<file path="config.mk">
export PLATFORM = sky130hd
export DESIGN_NAME = rational_arith_unit
export DESIGN_NICKNAME = d
export VERILOG_FILES = /design/src/hdl/rau_pkg.sv /design/src/hdl/rational_arith_unit.sv /design/src/hdl/rau_dpath.sv /design/src/hdl/rau_ctrl.sv
export SDC_FILE = /design/constraint.sdc
export NUM_CORES = 2
export LEC_CHECK = 0
export BUFFER_PORTS_ARGS = -buffer_cell sky130_fd_sc_hd__clkbuf_2
export CORE_MARGIN = 10
export CORE_UTILIZATION = 47
export CTS_CLUSTER_DIAMETER = 200
export CTS_CLUSTER_SIZE = 20
export DETAILED_ROUTE_END_ITERATION = 7
export PLACE_DENSITY = 0.67
export SETUP_SLACK_MARGIN = 0.5
export SLEW_MARGIN = 20
export SYNTH_ARGS = -nofsm -noshare
export SYNTH_HDL_FRONTEND = slang
export SYNTH_SLANG_ARGS = --single-unit
</file>
<file path="constraint.sdc">
create_clock -name clk -period 8.7 [get_ports clk]
set_input_delay 1.74 -clock clk [delete_from_list [all_inputs] [get_ports clk]]
set_output_delay 1.74 -clock clk [all_outputs]
set_load 0.005 [all_outputs]
</file>
<file path="src/hdl/rau_pkg.sv">
package rau_pkg;

	localparam int RES_W = 64;

	typedef enum logic [3:0] {
		OP_ADD   = 4'd0,
		OP_SUB   = 4'd1,
		OP_NEG   = 4'd2,
		OP_MUL   = 4'd3,
		OP_DIV   = 4'd4,
		OP_RECIP = 4'd5,
		OP_LT    = 4'd6,
		OP_LE    = 4'd7,
		OP_GT    = 4'd8,
		OP_GE    = 4'd9,
		OP_EQ    = 4'd10,
		OP_NE    = 4'd11,
		OP_GCD   = 4'd12
	} op_t;

	// operand pairs fed to the shared multiplier
	typedef enum logic [2:0] {
		MP_AN_BD,
		MP_BN_AD,
		MP_AD_BD,
		MP_AN_BN,
		MP_AD_BN
	} mpair_t;

	typedef enum logic [1:0] {
		SL_P0,
		SL_P1,
		SL_P2
	} slot_t;

	typedef enum logic [1:0] {
		ST_OK       = 2'd0,
		ST_DIVZERO  = 2'd1,
		ST_OVERFLOW = 2'd2
	} st_t;

	typedef struct packed {
		logic   load;
		logic   mul_go;
		mpair_t mpair;
		slot_t  slot;
		logic   gcd_step;
		logic   fin;
		op_t    op;
	} cmd_t;

	typedef struct packed {
		logic eq_den;
		logic gcd_done;
	} stat_t;

endpackage

</file>
<file path="src/hdl/rational_arith_unit.sv">
// Rational ALU taking one request at a time: a request is taken when start is high and busy is
// low, and its result appears on the result ports for exactly one cycle with done high; the
// receiver cannot stall it, so capture it on that cycle. After acceptance, negate, reciprocal
// and unused codes go straight to the finish state; add/subtract with equal denominators pass
// through MUL0; multiply, divide and the comparisons through MUL0 and MUL1; and add/subtract
// with unequal denominators through MUL0, MUL1 and MUL2: one shared OPERAND_WIDTH-square
// multiplier forms the cross products one per cycle. The gcd runs a binary gcd loop at one
// step per cycle, at most 2*OPERAND_WIDTH-1 steps, before the finish state. busy is already
// low in the strobe cycle, so a new request may be taken there.
module rational_arith_unit #(
	parameter int OPERAND_WIDTH = 32
) (
	input  logic                             clk,
	input  logic                             arst_n,
	input  logic                             start,
	output logic                             busy,
	input  logic [3:0]                       req_type,
	input  logic signed [31:0]               a_num,
	input  logic signed [31:0]               a_den,
	input  logic signed [31:0]               b_num,
	input  logic signed [31:0]               b_den,
	output logic                             done,
	output logic signed [rau_pkg::RES_W-1:0] res_num,
	output logic signed [rau_pkg::RES_W-1:0] res_den,
	output logic                             cmp_true,
	output logic [1:0]                       status
);

	rau_pkg::cmd_t  cmd;
	rau_pkg::stat_t stat;

	rau_ctrl u_ctrl (
		.clk      (clk),
		.arst_n   (arst_n),
		.start    (start),
		.req_type (req_type),
		.stat     (stat),
		.cmd      (cmd),
		.busy     (busy),
		.done     (done)
	);

	rau_dpath #(
		.W (OPERAND_WIDTH)
	) u_dpath (
		.clk      (clk),
		.cmd      (cmd),
		.a_num    (a_num),
		.a_den    (a_den),
		.b_num    (b_num),
		.b_den    (b_den),
		.stat     (stat),
		.res_num  (res_num),
		.res_den  (res_den),
		.cmp_true (cmp_true),
		.status   (status)
	);

endmodule

</file>
<file path="src/hdl/rau_dpath.sv">
module rau_dpath #(
	parameter int W = 32
) (
	input  logic                            clk,
	input  rau_pkg::cmd_t                   cmd,
	input  logic [31:0]                     a_num,
	input  logic [31:0]                     a_den,
	input  logic [31:0]                     b_num,
	input  logic [31:0]                     b_den,
	output rau_pkg::stat_t                  stat,
	output logic signed [rau_pkg::RES_W-1:0] res_num,
	output logic signed [rau_pkg::RES_W-1:0] res_den,
	output logic                            cmp_true,
	output logic [1:0]                      status
);

	localparam int PW = 2 * W;
	localparam int KW = $clog2(W);
	localparam int XW = rau_pkg::RES_W + 1;

	logic signed [W-1:0]  an_q, ad_q, bn_q, bd_q;
	logic signed [PW-1:0] p0_q, p1_q, p2_q;
	logic [W-1:0]         gx_q, gy_q;
	logic [KW-1:0]        k_q;

	logic signed [W-1:0]  ma, mb;
	logic signed [PW-1:0] prod;

	logic                 sub;
	logic signed [XW-1:0] xl, xr, xs;
	logic signed [W:0]    nsum, nneg;
	logic [W-1:0]         gval;
	logic                 lt, eq;

	logic signed [rau_pkg::RES_W-1:0] rn, rd;
	logic                             cmp;
	rau_pkg::st_t                     st;

	logic signed [rau_pkg::RES_W-1:0] res_num_q, res_den_q;
	logic                             cmp_q;
	rau_pkg::st_t                     st_q;

	function automatic logic [W-1:0] mag_f(input logic [W-1:0] v);
		return v[W-1] ? (~v + 1'b1) : v;
	endfunction

	assign stat.eq_den   = (ad_q == bd_q);
	assign stat.gcd_done = (gx_q == '0) || (gy_q == '0);

	always_comb begin
		unique case (cmd.mpair)
			rau_pkg::MP_AN_BD: begin ma = an_q; mb = bd_q; end
			rau_pkg::MP_BN_AD: begin ma = bn_q; mb = ad_q; end
			rau_pkg::MP_AD_BD: begin ma = ad_q; mb = bd_q; end
			rau_pkg::MP_AN_BN: begin ma = an_q; mb = bn_q; end
			rau_pkg::MP_AD_BN: begin ma = ad_q; mb = bn_q; end
			default:           begin ma = an_q; mb = bd_q; end
		endcase
	end

	assign prod = ma * mb;

	always_ff @(posedge clk) begin
		if (cmd.load) begin
			an_q <= a_num[W-1:0];
			ad_q <= a_den[W-1:0];
			bn_q <= b_num[W-1:0];
			bd_q <= b_den[W-1:0];
			gx_q <= mag_f(a_num[W-1:0]);
			gy_q <= mag_f(b_num[W-1:0]);
			k_q  <= '0;
		end else if (cmd.gcd_step && !stat.gcd_done) begin
			// binary gcd: strip common twos, strip twos from a single even value, then halve the difference of odd values
			unique case ({gx_q[0], gy_q[0]})
				2'b00: begin
					gx_q <= gx_q >> 1;
					gy_q <= gy_q >> 1;
					k_q  <= k_q + 1'b1;
				end
				2'b10: gy_q <= gy_q >> 1;
				2'b01: gx_q <= gx_q >> 1;
				default: begin
					if (gx_q >= gy_q) begin
						gx_q <= (gx_q - gy_q) >> 1;
					end else begin
						gy_q <= (gy_q - gx_q) >> 1;
					end
				end
			endcase
		end
		if (cmd.mul_go) begin
			unique case (cmd.slot)
				rau_pkg::SL_P0: p0_q <= prod;
				rau_pkg::SL_P1: p1_q <= prod;
				default:        p2_q <= prod;
			endcase
		end
		if (cmd.fin) begin
			res_num_q <= rn;
			res_den_q <= rd;
			cmp_q     <= cmp;
			st_q      <= st;
		end
	end

	// one shared wide adder: cross sum, cross difference and compare
	always_comb begin
		sub  = (cmd.op != rau_pkg::OP_ADD);
		xl   = XW'(p0_q);
		xr   = XW'(p1_q);
		xs   = xl + (sub ? ~xr : xr) + XW'(sub);
		lt   = xs[XW-1];
		eq   = (p0_q == p1_q);
		nsum = sub ? ((W+1)'(an_q) - (W+1)'(bn_q)) : ((W+1)'(an_q) + (W+1)'(bn_q));
		nneg = -((W+1)'(an_q));
		gval = (gx_q | gy_q) << k_q;
	end

	always_comb begin
		rn  = '0;
		rd  = '0;
		cmp = 1'b0;
		st  = rau_pkg::ST_OK;
		unique case (cmd.op)
			rau_pkg::OP_ADD, rau_pkg::OP_SUB: begin
				if (stat.eq_den) begin
					rn = rau_pkg::RES_W'(nsum);
					rd = rau_pkg::RES_W'(ad_q);
				end else if (xs[XW-1] != xs[XW-2]) begin
					st = rau_pkg::ST_OVERFLOW;
				end else begin
					rn = xs[XW-2:0];
					rd = rau_pkg::RES_W'(p2_q);
				end
			end
			rau_pkg::OP_NEG: begin
				rn = rau_pkg::RES_W'(nneg);
				rd = rau_pkg::RES_W'(ad_q);
			end
			rau_pkg::OP_MUL: begin
				rn = rau_pkg::RES_W'(p0_q);
				rd = rau_pkg::RES_W'(p1_q);
			end
			rau_pkg::OP_DIV: begin
				if (p1_q == '0) begin
					st = rau_pkg::ST_DIVZERO;
				end else begin
					rn = rau_pkg::RES_W'(p0_q);
					rd = rau_pkg::RES_W'(p1_q);
				end
			end
			rau_pkg::OP_RECIP: begin
				rn = rau_pkg::RES_W'(ad_q);
				rd = rau_pkg::RES_W'(an_q);
			end
			rau_pkg::OP_LT:  cmp = lt;
			rau_pkg::OP_LE:  cmp = lt || eq;
			rau_pkg::OP_GT:  cmp = !lt && !eq;
			rau_pkg::OP_GE:  cmp = !lt;
			rau_pkg::OP_EQ:  cmp = eq;
			rau_pkg::OP_NE:  cmp = !eq;
			rau_pkg::OP_GCD: rn = {{(rau_pkg::RES_W-W){1'b0}}, gval};
			default: begin
				rn = '0;
			end
		endcase
	end

	assign res_num  = res_num_q;
	assign res_den  = res_den_q;
	assign cmp_true = cmp_q;
	assign status   = st_q;

endmodule

</file>
<file path="src/hdl/rau_ctrl.sv">
module rau_ctrl (
	input  logic           clk,
	input  logic           arst_n,
	input  logic           start,
	input  logic [3:0]     req_type,
	input  rau_pkg::stat_t stat,
	output rau_pkg::cmd_t  cmd,
	output logic           busy,
	output logic           done
);

	typedef enum logic [2:0] {
		S_IDLE,
		S_MUL0,
		S_MUL1,
		S_MUL2,
		S_GCD,
		S_FIN
	} state_t;

	state_t       state_q;
	rau_pkg::op_t op_q;
	rau_pkg::op_t op_in;
	logic         done_q;
	logic         is_addsub;

	assign op_in     = rau_pkg::op_t'(req_type);
	assign is_addsub = (op_q == rau_pkg::OP_ADD) || (op_q == rau_pkg::OP_SUB);
	assign busy      = (state_q != S_IDLE);
	assign done      = done_q;

	always_comb begin
		cmd.load     = 1'b0;
		cmd.mul_go   = 1'b0;
		cmd.mpair    = rau_pkg::MP_AN_BD;
		cmd.slot     = rau_pkg::SL_P0;
		cmd.gcd_step = 1'b0;
		cmd.fin      = 1'b0;
		cmd.op       = op_q;
		unique case (state_q)
			S_IDLE: cmd.load = start;
			S_MUL0: begin
				cmd.mul_go = 1'b1;
				cmd.slot   = rau_pkg::SL_P0;
				cmd.mpair  = (op_q == rau_pkg::OP_MUL) ? rau_pkg::MP_AN_BN
				                                       : rau_pkg::MP_AN_BD;
			end
			S_MUL1: begin
				cmd.mul_go = 1'b1;
				cmd.slot   = rau_pkg::SL_P1;
				priority if (op_q == rau_pkg::OP_MUL) begin
					cmd.mpair = rau_pkg::MP_AD_BD;
				end else if (op_q == rau_pkg::OP_DIV) begin
					cmd.mpair = rau_pkg::MP_AD_BN;
				end else begin
					cmd.mpair = rau_pkg::MP_BN_AD;
				end
			end
			S_MUL2: begin
				cmd.mul_go = 1'b1;
				cmd.slot   = rau_pkg::SL_P2;
				cmd.mpair  = rau_pkg::MP_AD_BD;
			end
			S_GCD: cmd.gcd_step = 1'b1;
			S_FIN: cmd.fin = 1'b1;
			default: cmd.load = 1'b0;
		endcase
	end

	always_ff @(posedge clk or negedge arst_n) begin
		if (!arst_n) begin
			state_q <= S_IDLE;
			op_q    <= rau_pkg::OP_ADD;
			done_q  <= 1'b0;
		end else begin
			done_q <= 1'b0;
			unique case (state_q)
				S_IDLE: begin
					if (start) begin
						op_q <= op_in;
						unique case (op_in)
							rau_pkg::OP_ADD, rau_pkg::OP_SUB, rau_pkg::OP_MUL,
							rau_pkg::OP_DIV, rau_pkg::OP_LT, rau_pkg::OP_LE,
							rau_pkg::OP_GT, rau_pkg::OP_GE, rau_pkg::OP_EQ,
							rau_pkg::OP_NE:  state_q <= S_MUL0;
							rau_pkg::OP_GCD: state_q <= S_GCD;
							default:         state_q <= S_FIN;
						endcase
					end
				end
				S_MUL0: begin
					// equal denominators: add or subtract the numerators directly
					if (is_addsub && stat.eq_den) begin
						state_q <= S_FIN;
					end else begin
						state_q <= S_MUL1;
					end
				end
				S_MUL1: state_q <= is_addsub ? S_MUL2 : S_FIN;
				S_MUL2: state_q <= S_FIN;
				S_GCD: begin
					if (stat.gcd_done) begin
						state_q <= S_FIN;
					end
				end
				S_FIN: begin
					done_q  <= 1'b1;
					state_q <= S_IDLE;
				end
				default: state_q <= S_IDLE;
			endcase
		end
	end

endmodule
</file>
==> metrics.cfg <==
[cts]
hold_buffers = 0
clk_path_buf_depth = 3
htreeDepth = 1
clkLatencyLatePin_ps = 720
cts_tree = built
root_buffer = clkbuf_16
clk_pin_slew_ps = 90
clock-sinks = 528
cts_made_buffers = 30

[timing]
period_needed_ps = 9240
relSlewSlack = 0.281
fmax_ghz = 0.108
worstMarginPinSlew_ps = 1070
skew_ps = 73.4
maxSlewViolCount = 0
fin_ws_ps = -541
hold_ws_ps = 622
fin_setup_tns_ps = -30890
hold_viol = 0
grt_setup_unrepaired = yes
min_period_over_period = 1.06
setup_viol = 95

[synth]
synth_warnings = 0
yosysTopAreaCell = fa_1
ys_seq_elements = 528
synth_area_leaders = fa_1 (30%), edfxtp_1 (22%), ha_1 (6.6%), inv_1 (6.0%), nand2_1 (4.7%)
synth_top_area_frac = 0.304
synthFlopType = edfxtp_1
yosysSeqAreaShare = 0.220
syn_area_per_cell_um2 = 9.40
yosys-top-cells-count = inv_1 (1,137), fa_1 (1,086), nand2_1 (892), nor2_1 (794), edfxtp_1 (515)
syn-num-nets = 9211
syn_inst = 7610
synth.distinct_cells = 86
synth_edf_count = 515
synth_area_mm2 = 0.0715
async_reset_ff_frac = 0.0152
yosys.cell_count.top_type = inv_1

[route]
wl_mm = 333
drtIter0Drc = 8500
drc = 2
wl_per_cell_um = 31.6
drt_pass1_iterations = 8
via_count = 64600
drtAntennaViolNets = 0
routed_via_density = 6.12

[floorplanning]
io_pins = 268
std_cell_rows = 143
initial_core_util = 0.472
core-area_mm2 = 0.152
dieArea_mm2 = 0.168
die_h_um = 410
fp.dieW_um = 410

[power]
max-vdd-ir-drop_mv = 0.186
powerDensity_mw_per_mm2 = 51.5
leakagePower_nw = 38.7

[setup_path]
path_class = flip-flop to flip-flop
slowest_stage = fa_1
critPathMaxStageDelay_ps = 560
critPathArrivalTime_ps = 9700
cp_max_fo = 7
required_ps = 9160
crit_path_end_kind = flip-flop
critPathLaunchType = flip-flop

[run]
maxCapViolCount = 0

[grt]
grt_overflow = 0
grt_pass1_vias = 64700
track_usage = 0.381
grt_pass1_wl_mm = 464
antenna_found_initial = 30
grt_max_degree = 100

[status]
failed_checks = DRC, setup timing
outcome = complete, but fails checks

[cells_and_area]
layout-drive-gt1-share = 0.203
nets = 10100
area_growth_pct = 21.6

[place]
io_buffers = 267
dp_hpwl_mm = 274
place.gp.congestion = 1.11

[worst_hold_path]
hp-class = flip-flop to flip-flop

[path summary, 6_finish.rpt]
kind	start	end	slack, ps	depth (start not counted)
max	u_ctrl.op_q[0]$_DFFE_PN0P_	u_dpath.p1_q[58]$_DFFE_PP_	-540	37
min	u_dpath.p2_q[14]$_DFFE_PP_	u_dpath.res_den[14]$_DFFE_PP_	620	2
max reg2reg	u_ctrl.op_q[0]$_DFFE_PN0P_	u_dpath.p1_q[58]$_DFFE_PP_	-540	37
min reg2reg	u_dpath.p2_q[14]$_DFFE_PP_	u_dpath.res_den[14]$_DFFE_PP_	620	2
max in group asynchronous	arst_n	u_ctrl.op_q[0]$_DFFE_PN0P_	7610	1
min in group asynchronous	arst_n	u_ctrl.done$_DFF_PN0_	870	1
[cell usage in the layout, fill, tap and decap left out, types with 53 or more instances in the layout]
cell      Yosys  routed
inv_1      1137    1112
fa_1       1086    1007
nand2_1     892     867
nor2_1      794     755
buf_4         0     720
edfxtp_1    515     515
ha_1        380     339
xnor2_1     305     290
a21oi_1     300     269
clkbuf_2      0     267
o21ai_0     274     247
xor2_1      168     153
a21o_1      131     131
buf_12        0     122
nand3_1      98      94
buf_6         1      84
fa_2          0      79
nor4_1       79      76
nand4_1      64      64
nor3_1       61      56
o211ai_1     53      53
[cell families after synthesis]
logic type / count (synthesis) / share of synthesized area
AND/OR/NAND/NOR: 2224 / 0.134
buffers and inverters: 1521 / 0.0800
adder cells (fa/ha/maj): 1466 / 0.370
AO/OA/AOI/OAI: 1308 / 0.122
flip-flops: 528 / 0.220
XOR/XNOR: 473 / 0.0579
multiplexers: 90 / 0.0152
[critical path, delay by kind of cell (launching register included)]
kind	cells	cell delay (ps)
adders and majority gates	9	4300
DFF	1	440
xor gates and xnor gates	1	80
AOI/OAI and AO/OA	8	1620
and+or+nand+nor	8	1010
buffers and inverters	11	1510
[registers in the layout, indices dropped and copies added, names as in the netlist]
register          flops
u_dpath.p2_q         64
u_dpath.p0_q         64
u_dpath.an_q         32
u_ctrl.state_q        3
u_dpath.status        2
u_dpath.res_num      64
u_dpath.gx_q         32
u_dpath.bd_q         32
u_dpath.ad_q         32
u_dpath.gy_q         32
u_dpath.bn_q         32
u_dpath.cmp_true      1
u_dpath.p1_q         64
u_ctrl.op_q           4
u_ctrl.done           1
u_dpath.k_q           5
u_dpath.res_den      64
[final cells by class]
class | instances | area [µm²]
Antenna cell | 22 | 55.1
Clock inverter | 3 | 47.5
Fill cell | 13300 | 64600
Multi-Input combinational cell | 5561 | 52800
Tap cell | 2030 | 2540
Timing Repair Buffer | 1218 | 10700
Sequential cell | 528 | 15800
Clock buffer | 53 | 837
Inverter | 1142 | 4300
[layer usage]
| layer | routed length [µm] | up-vias | share of wire | GRT usage |
|---|---|---|---|---|
| met5 | 102 | - | 0.00031 | 0 |
| met4 | 25800 | 14 | 0.077 | 0.214 |
| met3 | 46400 | 1092 | 0.14 | 0.126 |
| met2 | 137000 | 4615 | 0.41 | 0.548 |
| met1 | 124000 | 32100 | 0.37 | 0.502 |
| li1 | - | 26800 | - | - |
[repair_timing]
action                                  CTS  global route
pin swaps                               105           126
resized for setup                       264           277
endpoints found under the setup margin  144           150
gates cloned                              5            10
setup buffers                            52            79
hold endpoints to repair                  0             0
[through the flow]
| step | std cells | setup slack [ps] | total power [mW] | area [µm²] | utilization |
|---|---|---|---|---|---|
| global route | 10500 | -769 | 4.56 | 87000 | 0.574 |
| CTS | 10400 | -349 | 4.48 | 84800 | 0.559 |
| floorplan | 7610 | -108 | 2.85 | 72300 | - |
| detailed placement | 10300 | -699 | 2.94 | 82000 | 0.541 |
| finish | 10600 | -541 | 4.48 | 87000 | 0.574 |
| global placement | 10300 | -568 | 2.94 | 82000 | 0.541 |
[report_power, final]
part / switching [mW] / internal [mW]
registers: 0 / 2.75
clock network: 0.932 / 0.660
logic: 0.0918 / 0.0411
Note: power is estimated with default switching activity, not from simulation.
